File: config.mk
export PLATFORM = sky130hd
export DESIGN_NAME = adv_data_name_extractor_flat
export DESIGN_NICKNAME = d
export VERILOG_FILES = /design/src/design/adne_pkg.sv /design/src/design/adne_in_if.sv /design/src/design/adne_out_if.sv /design/src/design/adne_parser.sv /design/src/design/adne_fifo.sv /design/src/design/adv_data_name_extractor.sv /design/src/flat_wrapper.sv
export SDC_FILE = /design/constraint.sdc
export NUM_CORES = 1
export LEC_CHECK = 0
export BUFFER_PORTS_ARGS = -buffer_cell sky130_fd_sc_hd__buf_2
export CAP_MARGIN = 20
export CORE_MARGIN = 10
export CORE_UTILIZATION = 40
export CTS_CLUSTER_DIAMETER = 150
export CTS_CLUSTER_SIZE = 25
export DETAILED_ROUTE_END_ITERATION = 12
export SLEW_MARGIN = 20
export SYNTH_ARGS = -nofsm -noshare
export SYNTH_HDL_FRONTEND = slang
export SYNTH_SLANG_ARGS = --single-unit
File: constraint.sdc
create_clock -name i_clk -period 7.44 [get_ports i_clk]
set_input_delay 0.744 -clock i_clk [delete_from_list [all_inputs] [get_ports i_clk]]
set_output_delay 0.744 -clock i_clk [all_outputs]
set_load 0.005 [all_outputs]
File: src/design/adne_pkg.sv
`timescale 1ns / 1ps

package adne_pkg;

    typedef enum logic [2:0] {
        PH_LEN,
        PH_TYPE,
        PH_SKIP,
        PH_NAME,
        PH_DONE
    } t_phase;

    localparam logic [7:0] AD_NAME_SHORT    = 8'h08;
    localparam logic [7:0] AD_NAME_CMPL     = 8'h09;

    localparam logic       KIND_CHAR        = 1'b0;
    localparam logic       KIND_SUMMARY     = 1'b1;

    localparam logic [5:0] MAX_NAME_LEN_RST = 6'd31;

    localparam int         FIFO_DEPTH       = 4;

    typedef struct packed {
        logic       kind;
        logic [7:0] name_char;
        logic       name_found;
        logic [5:0] name_length;
        logic       run_last;
    } t_result;

    // results produced by one accepted request, in order
    typedef struct packed {
        logic [1:0] count;
        t_result    first;
        t_result    second;
    } t_push;

endpackage

File: src/design/adne_in_if.sv
`timescale 1ns / 1ps

interface adne_in_if;
    logic       valid;
    logic       ready;
    logic [7:0] data_byte;
    logic [5:0] frame_len;
    logic       frame_last;

    modport source (output valid, output data_byte, output frame_len, output frame_last,
                    input ready);
    modport sink   (input valid, input data_byte, input frame_len, input frame_last,
                    output ready);
endinterface

File: src/design/adne_out_if.sv
`timescale 1ns / 1ps

interface adne_out_if;
    logic       valid;
    logic       ready;
    logic       kind;
    logic [7:0] name_char;
    logic       name_found;
    logic [5:0] name_length;
    logic       run_last;

    modport source (output valid, output kind, output name_char, output name_found,
                    output name_length, output run_last, input ready);
    modport sink   (input valid, input kind, input name_char, input name_found,
                    input name_length, input run_last, output ready);
endinterface

File: src/design/adne_parser.sv
`timescale 1ns / 1ps

module adne_parser
    import adne_pkg::*;
#(
    parameter int MAX_FRAME_BYTES = 62
) (
    input  logic       i_clk,
    input  logic       i_rst_n,
    input  logic       i_fire,
    input  logic [7:0] i_data_byte,
    input  logic [5:0] i_frame_len,
    input  logic       i_frame_last,
    input  logic [5:0] i_max_name_len,
    output t_push      o_push
);

    localparam int OFF_W = $clog2(MAX_FRAME_BYTES + 1);
    localparam int SUM_W = ((OFF_W > 8) ? OFF_W : 8) + 1;
    localparam logic [OFF_W-1:0] OFF_MAX = OFF_W'(MAX_FRAME_BYTES);
    localparam logic [SUM_W-1:0] MAX_EXT = SUM_W'(MAX_FRAME_BYTES);

    t_phase           r_phase,     n_phase;
    logic [OFF_W-1:0] r_offset,    n_offset;
    logic [7:0]       r_remaining, n_remaining;
    logic [5:0]       r_chars,     n_chars;
    logic             r_found,     n_found;

    logic [5:0]       s_chars;
    logic             s_found;

    logic [SUM_W-1:0] w_flen_ext;
    logic [SUM_W-1:0] w_eff;
    logic [SUM_W-1:0] w_off_ext;
    logic [SUM_W-1:0] w_end_pos;
    logic [7:0]       w_rem_dec;
    logic             w_is_name;
    logic             w_emit;

    assign w_flen_ext = SUM_W'(i_frame_len);
    assign w_eff      = (w_flen_ext < MAX_EXT) ? w_flen_ext : MAX_EXT;
    assign w_off_ext  = SUM_W'(r_offset);
    assign w_end_pos  = w_off_ext + SUM_W'(i_data_byte);
    assign w_rem_dec  = r_remaining - 8'd1;
    assign w_is_name  = (i_data_byte == AD_NAME_CMPL) || (i_data_byte == AD_NAME_SHORT);
    assign w_emit     = (r_phase == PH_NAME) && (r_chars < i_max_name_len);

    // next state
    always_comb begin
        n_phase     = r_phase;
        n_remaining = r_remaining;
        s_chars     = r_chars;
        s_found     = r_found;
        unique case (r_phase)
            PH_LEN: begin
                if ((w_off_ext >= w_eff) || (i_data_byte == 8'd0) || (w_end_pos >= w_eff)) begin
                    n_phase = PH_DONE;
                end else begin
                    n_remaining = i_data_byte;
                    n_phase     = PH_TYPE;
                end
            end
            PH_TYPE: begin
                n_remaining = w_rem_dec;
                if (w_is_name) begin
                    s_found = 1'b1;
                    n_phase = (w_rem_dec == 8'd0) ? PH_DONE : PH_NAME;
                end else begin
                    n_phase = (w_rem_dec == 8'd0) ? PH_LEN : PH_SKIP;
                end
            end
            PH_SKIP: begin
                n_remaining = w_rem_dec;
                if (w_rem_dec == 8'd0) begin
                    n_phase = PH_LEN;
                end
            end
            PH_NAME: begin
                if (w_emit) begin
                    s_chars = r_chars + 6'd1;
                end
                n_remaining = w_rem_dec;
                if (w_rem_dec == 8'd0) begin
                    n_phase = PH_DONE;
                end
            end
            PH_DONE: begin
                n_phase = PH_DONE;
            end
            default: begin
                n_phase = PH_DONE;
            end
        endcase

        n_offset = (r_offset < OFF_MAX) ? r_offset + OFF_W'(1) : r_offset;
        n_chars  = s_chars;
        n_found  = s_found;

        if (i_frame_last) begin
            n_phase     = PH_LEN;
            n_offset    = '0;
            n_remaining = 8'd0;
            n_chars     = 6'd0;
            n_found     = 1'b0;
        end
    end

    // results
    always_comb begin
        t_result v_char;
        t_result v_sum;
        v_char.kind        = KIND_CHAR;
        v_char.name_char   = i_data_byte;
        v_char.name_found  = 1'b0;
        v_char.name_length = 6'd0;
        v_char.run_last    = ~i_frame_last;
        v_sum.kind         = KIND_SUMMARY;
        v_sum.name_char    = 8'd0;
        v_sum.name_found   = s_found;
        v_sum.name_length  = s_chars;
        v_sum.run_last     = 1'b1;

        o_push.count  = 2'd0;
        o_push.first  = v_sum;
        o_push.second = v_sum;
        if (i_fire) begin
            if (w_emit) begin
                o_push.first = v_char;
                o_push.count = i_frame_last ? 2'd2 : 2'd1;
            end else if (i_frame_last) begin
                o_push.count = 2'd1;
            end
        end
    end

    always_ff @(posedge i_clk) begin
        if (!i_rst_n) begin
            r_phase     <= PH_LEN;
            r_offset    <= '0;
            r_remaining <= 8'd0;
            r_chars     <= 6'd0;
            r_found     <= 1'b0;
        end else if (i_fire) begin
            r_phase     <= n_phase;
            r_offset    <= n_offset;
            r_remaining <= n_remaining;
            r_chars     <= n_chars;
            r_found     <= n_found;
        end
    end

    a_found_phase: assert property (@(posedge i_clk) disable iff (!i_rst_n)
        r_found |-> (r_phase == PH_NAME || r_phase == PH_DONE))
        else $error("found flag set outside name or done phase");

    a_chars_need_found: assert property (@(posedge i_clk) disable iff (!i_rst_n)
        (r_chars != 6'd0) |-> r_found)
        else $error("characters counted without a name structure");

    a_clear_on_last: assert property (@(posedge i_clk) disable iff (!i_rst_n)
        (i_fire && i_frame_last) |=> (r_phase == PH_LEN && r_offset == '0 && !r_found))
        else $error("frame state not cleared after last byte");

endmodule

File: src/design/adne_fifo.sv
`timescale 1ns / 1ps

module adne_fifo
    import adne_pkg::*;
(
    input  logic    i_clk,
    input  logic    i_rst_n,
    input  t_push   i_push,
    input  logic    i_pop,
    output logic    o_ready,
    output logic    o_valid,
    output t_result o_head
);

    localparam int PTR_W = $clog2(FIFO_DEPTH);
    localparam int CNT_W = PTR_W + 1;

    t_result          r_mem [FIFO_DEPTH];
    logic [PTR_W-1:0] r_wr, n_wr;
    logic [PTR_W-1:0] r_rd, n_rd;
    logic [CNT_W-1:0] r_count, n_count;
    logic [PTR_W-1:0] w_wr_next;

    assign w_wr_next = r_wr + PTR_W'(1);
    assign n_wr      = r_wr + PTR_W'(i_push.count);
    assign n_rd      = r_rd + PTR_W'(i_pop);
    assign n_count   = r_count + CNT_W'(i_push.count) - CNT_W'(i_pop);

    // room for the two results a request may cause
    assign o_ready = r_count <= CNT_W'(FIFO_DEPTH - 2);
    assign o_valid = r_count != '0;
    assign o_head  = r_mem[r_rd];

    always_ff @(posedge i_clk) begin
        if (i_push.count != 2'd0) begin
            r_mem[r_wr] <= i_push.first;
        end
        if (i_push.count == 2'd2) begin
            r_mem[w_wr_next] <= i_push.second;
        end
    end

    always_ff @(posedge i_clk) begin
        if (!i_rst_n) begin
            r_wr    <= '0;
            r_rd    <= '0;
            r_count <= '0;
        end else begin
            r_wr    <= n_wr;
            r_rd    <= n_rd;
            r_count <= n_count;
        end
    end

    a_no_overflow: assert property (@(posedge i_clk) disable iff (!i_rst_n)
        (i_push.count != 2'd0) |-> (CNT_W'(r_count) <= CNT_W'(FIFO_DEPTH - 2)))
        else $error("result queue overflow");

endmodule

File: src/design/adv_data_name_extractor.sv
`timescale 1ns / 1ps

// channel   dir  fields                                                  handshake
// i_in      in   data_byte[7:0] frame_len[5:0] frame_last                valid/ready
// o_out     out  kind name_char[7:0] name_found name_length[5:0] run_last valid/ready
// i_cfg     in   i_cfg_wr_data[5:0] = max_name_len                       i_cfg_wr_en
//
// One input request per cycle while i_in.ready is high; its results land in a 4-deep result queue
// the next cycle. A request causes up to two results; the queue drains one per cycle while o_out.ready is high.
// i_in.ready drops only when the result queue has fewer than two free entries.
// Synchronous active-low reset clears parse state, queue and sets max_name_len to 31.

module adv_data_name_extractor
    import adne_pkg::*;
#(
    parameter int MAX_FRAME_BYTES = 62
) (
    input  logic        i_clk,
    input  logic        i_rst_n,
    adne_in_if.sink     i_in,
    adne_out_if.source  o_out,
    input  logic        i_cfg_wr_en,
    input  logic [5:0]  i_cfg_wr_data
);

    logic       r_max_name_len;
    logic [5:0] r_max_len;
    logic       w_fire;
    logic       w_pop;
    logic       w_ready;
    t_push      w_push;
    t_result    w_head;

    assign w_fire     = i_in.valid && w_ready;
    assign i_in.ready = w_ready;
    assign w_pop      = o_out.valid && o_out.ready;

    always_ff @(posedge i_clk) begin
        if (!i_rst_n) begin
            r_max_len      <= MAX_NAME_LEN_RST;
            r_max_name_len <= 1'b0;
        end else if (i_cfg_wr_en) begin
            r_max_len      <= i_cfg_wr_data;
            r_max_name_len <= 1'b1;
        end
    end

    adne_parser #(
        .MAX_FRAME_BYTES (MAX_FRAME_BYTES)
    ) u_parser (
        .i_clk          (i_clk),
        .i_rst_n        (i_rst_n),
        .i_fire         (w_fire),
        .i_data_byte    (i_in.data_byte),
        .i_frame_len    (i_in.frame_len),
        .i_frame_last   (i_in.frame_last),
        .i_max_name_len (r_max_len),
        .o_push         (w_push)
    );

    adne_fifo u_fifo (
        .i_clk   (i_clk),
        .i_rst_n (i_rst_n),
        .i_push  (w_push),
        .i_pop   (w_pop),
        .o_ready (w_ready),
        .o_valid (o_out.valid),
        .o_head  (w_head)
    );

    assign o_out.kind        = w_head.kind;
    assign o_out.name_char   = w_head.name_char;
    assign o_out.name_found  = w_head.name_found;
    assign o_out.name_length = w_head.name_length;
    assign o_out.run_last    = w_head.run_last;

    a_cfg_written: assert property (@(posedge i_clk) disable iff (!i_rst_n)
        i_cfg_wr_en |=> (r_max_name_len && r_max_len == $past(i_cfg_wr_data)))
        else $error("max_name_len write lost");

endmodule
File: src/flat_wrapper.sv
// flat-port wrapper written by rule: the top's interface ports become plain ports
module adv_data_name_extractor_flat import adne_pkg::*;
#(
    parameter int MAX_FRAME_BYTES = 62
)
  (i_clk, i_rst_n, i_cfg_wr_en, i_cfg_wr_data, i_in_valid, i_in_data_byte, i_in_frame_len, i_in_frame_last, i_in_ready, o_out_valid, o_out_kind, o_out_name_char, o_out_name_found, o_out_name_length, o_out_run_last, o_out_ready);
  adne_in_if i_in_i ();
  adne_out_if o_out_i ();
  input  logic i_clk;
  input  logic i_rst_n;
  input  logic i_cfg_wr_en;
  input  logic [5:0] i_cfg_wr_data;
  input wire logic [$bits(i_in_i.valid)-1:0] i_in_valid;
  input wire logic [$bits(i_in_i.data_byte)-1:0] i_in_data_byte;
  input wire logic [$bits(i_in_i.frame_len)-1:0] i_in_frame_len;
  input wire logic [$bits(i_in_i.frame_last)-1:0] i_in_frame_last;
  output wire logic [$bits(i_in_i.ready)-1:0] i_in_ready;
  output wire logic [$bits(o_out_i.valid)-1:0] o_out_valid;
  output wire logic [$bits(o_out_i.kind)-1:0] o_out_kind;
  output wire logic [$bits(o_out_i.name_char)-1:0] o_out_name_char;
  output wire logic [$bits(o_out_i.name_found)-1:0] o_out_name_found;
  output wire logic [$bits(o_out_i.name_length)-1:0] o_out_name_length;
  output wire logic [$bits(o_out_i.run_last)-1:0] o_out_run_last;
  input wire logic [$bits(o_out_i.ready)-1:0] o_out_ready;
  assign i_in_i.valid = i_in_valid;
  assign i_in_i.data_byte = i_in_data_byte;
  assign i_in_i.frame_len = i_in_frame_len;
  assign i_in_i.frame_last = i_in_frame_last;
  assign i_in_ready = i_in_i.ready;
  assign o_out_valid = o_out_i.valid;
  assign o_out_kind = o_out_i.kind;
  assign o_out_name_char = o_out_i.name_char;
  assign o_out_name_found = o_out_i.name_found;
  assign o_out_name_length = o_out_i.name_length;
  assign o_out_run_last = o_out_i.run_last;
  assign o_out_i.ready = o_out_ready;
  adv_data_name_extractor #(.MAX_FRAME_BYTES(MAX_FRAME_BYTES)) u_core (.i_clk(i_clk), .i_rst_n(i_rst_n), .i_in(i_in_i), .o_out(o_out_i), .i_cfg_wr_en(i_cfg_wr_en), .i_cfg_wr_data(i_cfg_wr_data));
endmodule
# Word level (Yosys, flattened, before mapping)
# Memory sizes are Yosys's and may differ from the RTL's. A register that Yosys moved wholly into a read port is not among the register bits.
# Cells that the tools add are included.
# word_totals
ff_bits	37
ramBits	68
word_cells	82
mem_count	1
# op_classes
n_addsub	9
order_cmp	6
n_eq_ne	9
muxes	30
bitwise_logic	1
reduce_logical	17
# mem_list
memory	words	width	read_ports	rd_ports_with_merged_regs	write_ports	line	source
u_core.u_fifo.r_mem	4	17	1	1	2	adne_fifo.sv:18	t_result r_mem [FIFO_DEPTH];
# op_table
cell	n
$mux W6	6
$mux W19	1
$mux W3	6
$mux W17	1
$eq A8 B4 Y1 const B	2
$logic_not A8 Y1	2
$mux W8	2
$pmux W8 S2	1
$add A6 B1 Y6 const B	2
$lt A6 B6 Y1 const B	2
$pmux W3 S4	1
$add A6 B8 Y9	1
$ge A9 B6 Y1	1
$mux W1	8
$mux W2	4
$sub A8 B1 Y8 const B	1
$eq A3 B2 Y1 const B	2
$ge A6 B6 Y1	1
$lt A6 B6 Y1	1
$ne A3 B3 Y1 const B	2
$reduce_and A3 Y1	2
$reduce_bool A3 Y1	2
$reduce_bool A2 Y1	2
$add A3 B2 Y3	1
14 further kinds	18

# Logic depth before layout (Yosys ltp)
# Gate-level depths: netlist (run 1).
# logic_depth
depth_word	9
mapped_depth	17
mapped_depth_nobuf	14

# Modules after synthesis
# From an unflattened synthesis (run 1), not the netlist that was laid out.
# hier_totals
hier_cells	571
area_unflattened_um2	6536.3
# modules_own_cells
mod	instances	cells_per_inst	area_per_inst_um2	seq_area_each_um2
adne_fifo	1	208	3791.1	2182.1
adne_parser	1	342	2516.2	480.5
adv_data_name_extractor	1	21	229.0	120.1

# Least setup slack after synthesis (run 1)
# Ideal clock, no wire load.
# synth_timing
kind	input -> register
from	input i_in_data_byte[1]
to	register u_core.u_parser.r_remaining[2]
t_arrival_ns	3.166
required_time_ns	7.311
path_slack_ns	4.145
cell_stages	13
n_path_buf	0
cell_sequence	ha_1 a211oi_1 nor2_1 o21a_1 nor2_1 xnor2_1 ha_1 a2111oi_4 o311ai_1 nor3_4 a2111oi_4 a211oi_4 o211ai_2
# synth_between
elab_chain_len	5
word_cells_on_any_way	7
cone_classes	add/sub (1); order compare (1); eq/ne (1); reduce/logical (4)
# synth_lines
item	line	source
start, declared	flat_wrapper.sv:14	input wire logic [$bits(i_in_i.data_byte)-1:0] i_in_data_byte;
$add A6 B8 Y9 / $logic_not A8 Y1 (equally long branches)	adne_parser.sv:43, adne_parser.sv:56	
$ge A9 B6 Y1 / $logic_or A1 B1 Y1 (equally long branches)	adne_parser.sv:56	if ((w_off_ext >= w_eff) || (i_data_byte == 8'd0) || (w_end_pos >= w_eff)) begin
$logic_or A1 B1 Y1 *	adne_parser.sv:56	
$ne A3 B3 Y1 (no line) *	n/a	
$reduce_and A3 Y1 (no line) *	n/a	
end signal, assigned	adne_parser.sv:146	r_remaining <= n_remaining;
end, declared	adne_parser.sv:25	logic [7:0] r_remaining, n_remaining;
# Every way passes the cells marked *; elsewhere a longest branch is shown, timed or not.
# A chain may end at the register's enable or synchronous reset.

==> results of run 1 <==
sequential cells by signal, indices dropped and copies added (netlist names), 3 cells and up:
signal,flops
u_core.u_fifo.r_mem,68
u_core.u_parser.r_remaining,8
u_core.r_max_len,6
u_core.u_parser.r_chars,6
u_core.u_parser.r_offset,6
u_core.u_fifo.r_count,3
u_core.u_parser.r_phase,3
routing by layer:
metal / GRT usage, % / vias to the layer above / wire length [um]
met5: 0 / - / 0
met1: 19.2 / 2105 / 6780
li1: - / 2176 / -
met2: 21.8 / 97 / 6190
met3: 3.50 / 16 / 598
met4: 4.40 / 0 / 154
power breakdown:
part / switching, mW / internal, mW
Clock: 0.226 / 0.231
Combinational: 0.174 / 0.149
Sequential: 0.0372 / 0.624
cell usage after synthesis (4+ instances only):
| cell | instances | area (um2) |
|---|---|---|
| nor3_1 | 8 | 40.0 |
| a31oi_1 | 5 | 31.3 |
| or4_1 | 4 | 30.0 |
| edfxtp_1 | 28 | 841 |
| o21ai_1 | 4 | 20.0 |
| o21ai_0 | 26 | 130 |
| a22o_1 | 32 | 280 |
| dfxtp_1 | 77 | 1540 |
| nor2_1 | 51 | 191 |
| mux4_2 | 17 | 383 |
| mux2i_1 | 4 | 40.0 |
| o31ai_1 | 4 | 30.0 |
| and2_1 | 10 | 62.6 |
| o211ai_1 | 6 | 45.0 |
| ha_1 | 33 | 413 |
| nand2b_1 | 9 | 56.3 |
| nand3_1 | 14 | 70.1 |
| nor2b_1 | 11 | 68.8 |
| xor2_1 | 11 | 96.3 |
| a21oi_1 | 21 | 105 |
| inv_1 | 37 | 139 |
| nand2_1 | 60 | 225 |
| nand4_1 | 8 | 50.1 |
| clkbuf_1 | 22 | 82.6 |
| xnor2_1 | 10 | 87.6 |
area by class of cell:
cell class | instances | area [um2]
fillers | 1308 | 7610
repair buffers | 46 | 235
flip-flops and latches | 105 | 2380
well taps | 180 | 225
clock buffers | 10 | 229
clock inverters | 6 | 48.8
multi-input cells | 411 | 3070
inverters | 37 | 139
path summary, 6_finish.rpt:
path | from | end | slack (ns) | depth (start not counted)
worst min-delay path | u_core.u_fifo.r_mem[0][16]$_SDFFE_PP1P_ | u_core.u_fifo.r_mem[0][16]$_SDFFE_PP1P_ | 0.46 | 2
worst max-delay path | u_core.r_max_len[5]$_SDFFE_PN0P_ | u_core.u_fifo.r_mem[1][1]$_DFFE_PP_ | 3.82 | 13
worst max register to register | u_core.r_max_len[5]$_SDFFE_PN0P_ | u_core.u_fifo.r_mem[1][1]$_DFFE_PP_ | 3.82 | 13
worst min register to register | u_core.u_fifo.r_mem[0][16]$_SDFFE_PP1P_ | u_core.u_fifo.r_mem[0][16]$_SDFFE_PP1P_ | 0.46 | 2
cells by family after synthesis:
logic type	count (synthesis)	synth area share [%]
fa+ha+maj	35	7.91
simple gates	199	17.4
flops	105	41.6
buf+inv	67	4.83
mux	21	7.39
xor+xnor	21	3.21
compound gates	135	17.6
tightest hold or removal path: stages, from the launching register on:
cell     delay [ns]
dfxtp_1        0.31
o31ai_1        0.06
nand2_1        0.05
through the flow:
step                      util, %  setup slack [ns]  area, um2  hold slack, ns
after detailed placement     43.4              3.60       6050           0.454
after floorplan                 -              4.14       5720           0.431
after global routing         45.4              3.35       6320           0.478
after CTS                    45.4              3.85       6320           0.464
final                        45.4              3.82       6320           0.460
after global placement       43.4              3.72       6050           0.445
==> flow_summary.json, run 1 <==
{
  "grt_max_degree": 39,
  "cts_tree": "yes",
  "status": "finished, final reports clean",
  "setup_viol": 0,
  "routedWlPerCell_um": 17.3,
  "max_stage_delay_ns": 0.41,
  "worstMarginPinSlew_ns": 1.00,
  "ys_seq_area_share_pct": 41.6,
  "cts.htree.levels": 3,
  "port_buffers": 44,
  "timing.fmax_mhz": 276,
  "cts_resized": 0,
  "synth-async-reset-ratio_pct": 0,
  "drc": 0,
  "instances_no_fill": 795,
  "slew_viol_final": 0,
  "worst-endpoint-arrival_ns": 3.82,
  "avgSynthCellArea_um2": 9.82,
  "finalWirelength_um": 13700,
  "core_area_um2": 13900,
  "syn_inst": 583,
  "die_h_um": 140,
  "final_cell_mix": "dfxtp_1 (77), nand2_1 (60), nor2_1 (51)",
  "maxCapViolations": 0,
  "clock_path_buffers": 2,
  "antenna_found_initial": 0,
  "crit_type": "reg2reg",
  "postCtsSetupBuffers": 0,
  "critPathLaunchType": "flip-flop",
  "ys_ff_latch": 105,
  "cp_max_fo": 21,
  "finalCritPeriodShare_pct": 48.6,
  "cts-root-buf": "clkbuf_16",
  "rsz0062_at_grt": "no",
  "yosysWarnings": 0,
  "worstPathBufferInverterCount": 2,
  "syn_to_final_growth_pct": 10.5,
  "synth_nets": 644,
  "clk_latency_ns": 0.36,
  "initial_utilization_pct": 41.1,
  "p_leak_nw": 2.48,
  "die-area_um2": 19500,
  "path_cells": "inv_1 > ha_1 > nor4bb_1 > nand2_1 > a31oi_1 > o21a_2 > ha_1 > nand2b_1 > a21oi_1 > nand2_1 > inv_1 > nand2_1 > a21oi_1",
  "drive_gt1_share_pct": 15.3,
  "holdBufCountCts": 0,
  "max-slew-margin-rel_pct": 33.2,
  "dp_cells": 779,
  "gp_congestion": 0.928,
  "synth_cell_types": 70,
  "grt.total_usage_pct": 14.2,
  "dieWidth_um": 140,
  "cp_common_cell": "nand2_1",
  "hold_class": "reg2reg",
  "final_common_cell": "dfxtp_1",
  "drt_iter0_markers": 490,
  "grt-ovfl-total": 0,
  "final.setup_skew_ns": 0.00967,
  "fin_nets": 671,
  "hold_viol": 0,
  "synth_edf_count": 28,
  "worstSetupEndpointType": "flip-flop",
  "ios": 45,
  "postRouteAntennaNets": 0,
  "critical-path-slowest-cell": "ha_1",
  "ys.flop_type": "dfxtp_1",
  "crit_required_ns": 7.65,
  "num_rows": 43,
  "hpwl_um": 9940,
  "syn_area_um2": 5720,
  "fin_crit_ns": 3.62,
  "cts_sinks": 105,
  "vdd_drop_max_mv": 0.115,
  "path_delay_family": "simple AND/OR/NAND/NOR gates",
  "grt_pass1_wl_um": 22800,
  "avgViaCountPerCell": 5.53,
  "firstDrtPassIters": 5,
  "vias": 4394,
  "pwr_density_cell_nw_per_um2": 228,
  "cts_made_buffers": 9,
  "fin_tns_setup_ns": 0,
  "diodes": 0,
  "power_mw": 1.44,
  "grt_pass1_vias": 4296,
  "clk_pin_slew_ns": 0.07
}
Power figures use the tool's default switching activity.
==> run 2: changes to the inputs <==
- clock period: 7.44 -> 3.5 ns (I/O delays scaled with it)
==> run 2 against run 1 <==
  * First-iteration DRC count fell by 31%
  * Critical endpoint is now u_core.u_parser.r_remaining[2]$_SDFFE_PN0P_
  * Non-clock buffer count rose by 12
  * Clock-buffer cell count fell by 1
  * Sequential power rose by 110%
  * Hold slack got worse by 0.25 ns
  * Clock power rose by 120%
  * Highest routed layer unchanged
  * Largest cell class unchanged
  * Combinational power rose by 120%
  * Register-to-register slack got worse by 3.6 ns
==> flow_summary.json, run 2 (same netlist as run 1, synthesis figures left out) <==
{
  "status": "finished, final reports clean",
  "critical-path-slowest-cell": "dfxtp_1",
  "diodes": 0,
  "cts_sinks": 105,
  "setup_viol": 0,
  "port_buffers": 44,
  "dp_worst_setup_slack_ns": 0.148,
  "fin_util_pct": 46.2,
  "vias": 4419,
  "largest_register": "u_core.u_fifo.r_mem",
  "die-area_um2": 19500,
  "cts_tree": "yes",
  "cts.htree.levels": 3,
  "avgViaCountPerCell": 5.48,
  "crit_type": "reg2reg",
  "core_area_um2": 13900,
  "worst-endpoint-arrival_ns": 3.52,
  "drt_iter0_markers": 339,
  "dpl_cell_area_um2": 6130,
  "vdd_drop_max_mv": 0.261,
  "dieWidth_um": 140,
  "max-slew-margin-rel_pct": 36.3,
  "die_h_um": 140,
  "cts_made_buffers": 9,
  "timing.fmax_mhz": 306,
  "dp_cells": 790,
  "firstDrtPassIters": 5,
  "final.setup_skew_ns": 0.00929,
  "setup_ws_ns": 0.227,
  "clk_latency_ns": 0.35,
  "fin_crit_ns": 3.27,
  "slew_viol_final": 0,
  "worstSetupEndpointType": "flip-flop",
  "clk_pin_slew_ns": 0.07,
  "critPathLaunchType": "flip-flop",
  "grt_max_degree": 39,
  "pwr_density_cell_nw_per_um2": 487,
  "crit_required_ns": 3.74,
  "ios": 45,
  "gp_congestion": 0.849,
  "drc": 0,
  "finalWirelength_um": 13800,
  "rsz0062_at_grt": "no",
  "finalCritPeriodShare_pct": 93.5,
  "cts-root-buf": "clkbuf_16",
  "cp_max_fo": 7,
  "r2r_slack_ns": 0.23,
  "num_rows": 43,
  "path_cells": "ha_1 > o21ai_0 > nor2_1 > o21a_1 > nor2_1 > xnor2_1 > ha_1 > a2111oi_4 > o311ai_1 > nor3_4 > a2111oi_4 > a211oi_4 > buf_4 > o211ai_2",
  "holdBufCountCts": 0,
  "instances_no_fill": 807,
  "postRouteAntennaNets": 0,
  "reg_top3": "u_core.u_fifo.r_mem: 68 flops, u_core.u_parser.r_remaining: 8 flops",
  "power_mw": 3.14,
  "hpwl_um": 10100,
  "syn_to_final_growth_pct": 12.5,
  "fin_nets": 683,
  "clock_path_buffers": 2,
  "final_common_cell": "dfxtp_1",
  "final_cell_mix": "dfxtp_1 (76), nand2_1 (60), nor2_1 (51)",
  "hold_slack_ns": 0.209,
  "drive_gt1_share_pct": 17.4,
  "fin_tns_setup_ns": 0,
  "maxCapViolations": 0,
  "grt_pass1_vias": 4400,
  "grt.total_usage_pct": 13.8,
  "max_stage_delay_ns": 0.48,
  "p_leak_nw": 2.55,
  "hold_class": "in2reg",
  "hold_viol": 0,
  "grt_pass1_wl_um": 22300,
  "initial_utilization_pct": 41.1,
  "routedWlPerCell_um": 17.0,
  "fin_area_um2": 6440,
  "antenna_found_initial": 0,
  "worstMarginPinSlew_ns": 0.955,
  "grt-ovfl-total": 0,
  "largest_reg_flops": 68
}
[run 2: worst max-delay path: cells and delay by family, from the launching register on]
| family | cells | cell delay (ns) |
|---|---|---|
| and+or+nand+nor | 3 | 0.53 |
| xor gates and xnor gates | 1 | 0.09 |
| buffers and inverters | 1 | 0.19 |
| AOI/OAI and AO/OA | 7 | 1.33 |
| DFF | 1 | 0.48 |
| adders and majority gates | 2 | 0.56 |
[run 2: where the power goes]
| part | internal [mW] | total, mW | switching (mW) |
|---|---|---|---|
| clock network | 0.560 | 1.03 | 0.469 |
| logic | 0.334 | 0.713 | 0.379 |
| registers | 1.33 | 1.40 | 0.0700 |
[run 2: area by class of cell]
cell class	instances	area, um2
clock buffers	9	225
flip-flops and latches	105	2380
multi-input cells	411	3070
inverters	37	143
well taps	180	225
repair buffers	58	325
fillers	1312	7490
clock inverters	7	75.1
[run 2: final timing paths]
kind,start,endpoint,cells past startpoint
max,u_core.u_parser.r_offset[2]$_SDFFE_PN0P_,u_core.u_parser.r_remaining[2]$_SDFFE_PN0P_,14
min,i_cfg_wr_data[0],u_core.r_max_len[0]$_SDFFE_PN1P_,3
max reg2reg,u_core.u_parser.r_offset[2]$_SDFFE_PN0P_,u_core.u_parser.r_remaining[2]$_SDFFE_PN0P_,14
min reg2reg,u_core.u_fifo.r_mem[1][0]$_SDFFE_PP1P_,u_core.u_fifo.r_mem[1][0]$_SDFFE_PP1P_,1
[run 2: per-layer routing]
metal | global-route usage [%] | up-vias | part of all wire [%]
li1 | - | 2203 | -
met1 | 17.4 | 2115 | 47
met2 | 22.7 | 82 | 47
met3 | 3.10 | 19 | 3.9
met4 | 4.57 | 0 | 1.5
met5 | 0 | - | 0
[run 2: repair_timing]
action,4_1_cts,5_1_grt
buffers inserted,0,1
gates resized for setup,0,2
endpoints found under the setup margin,0,12
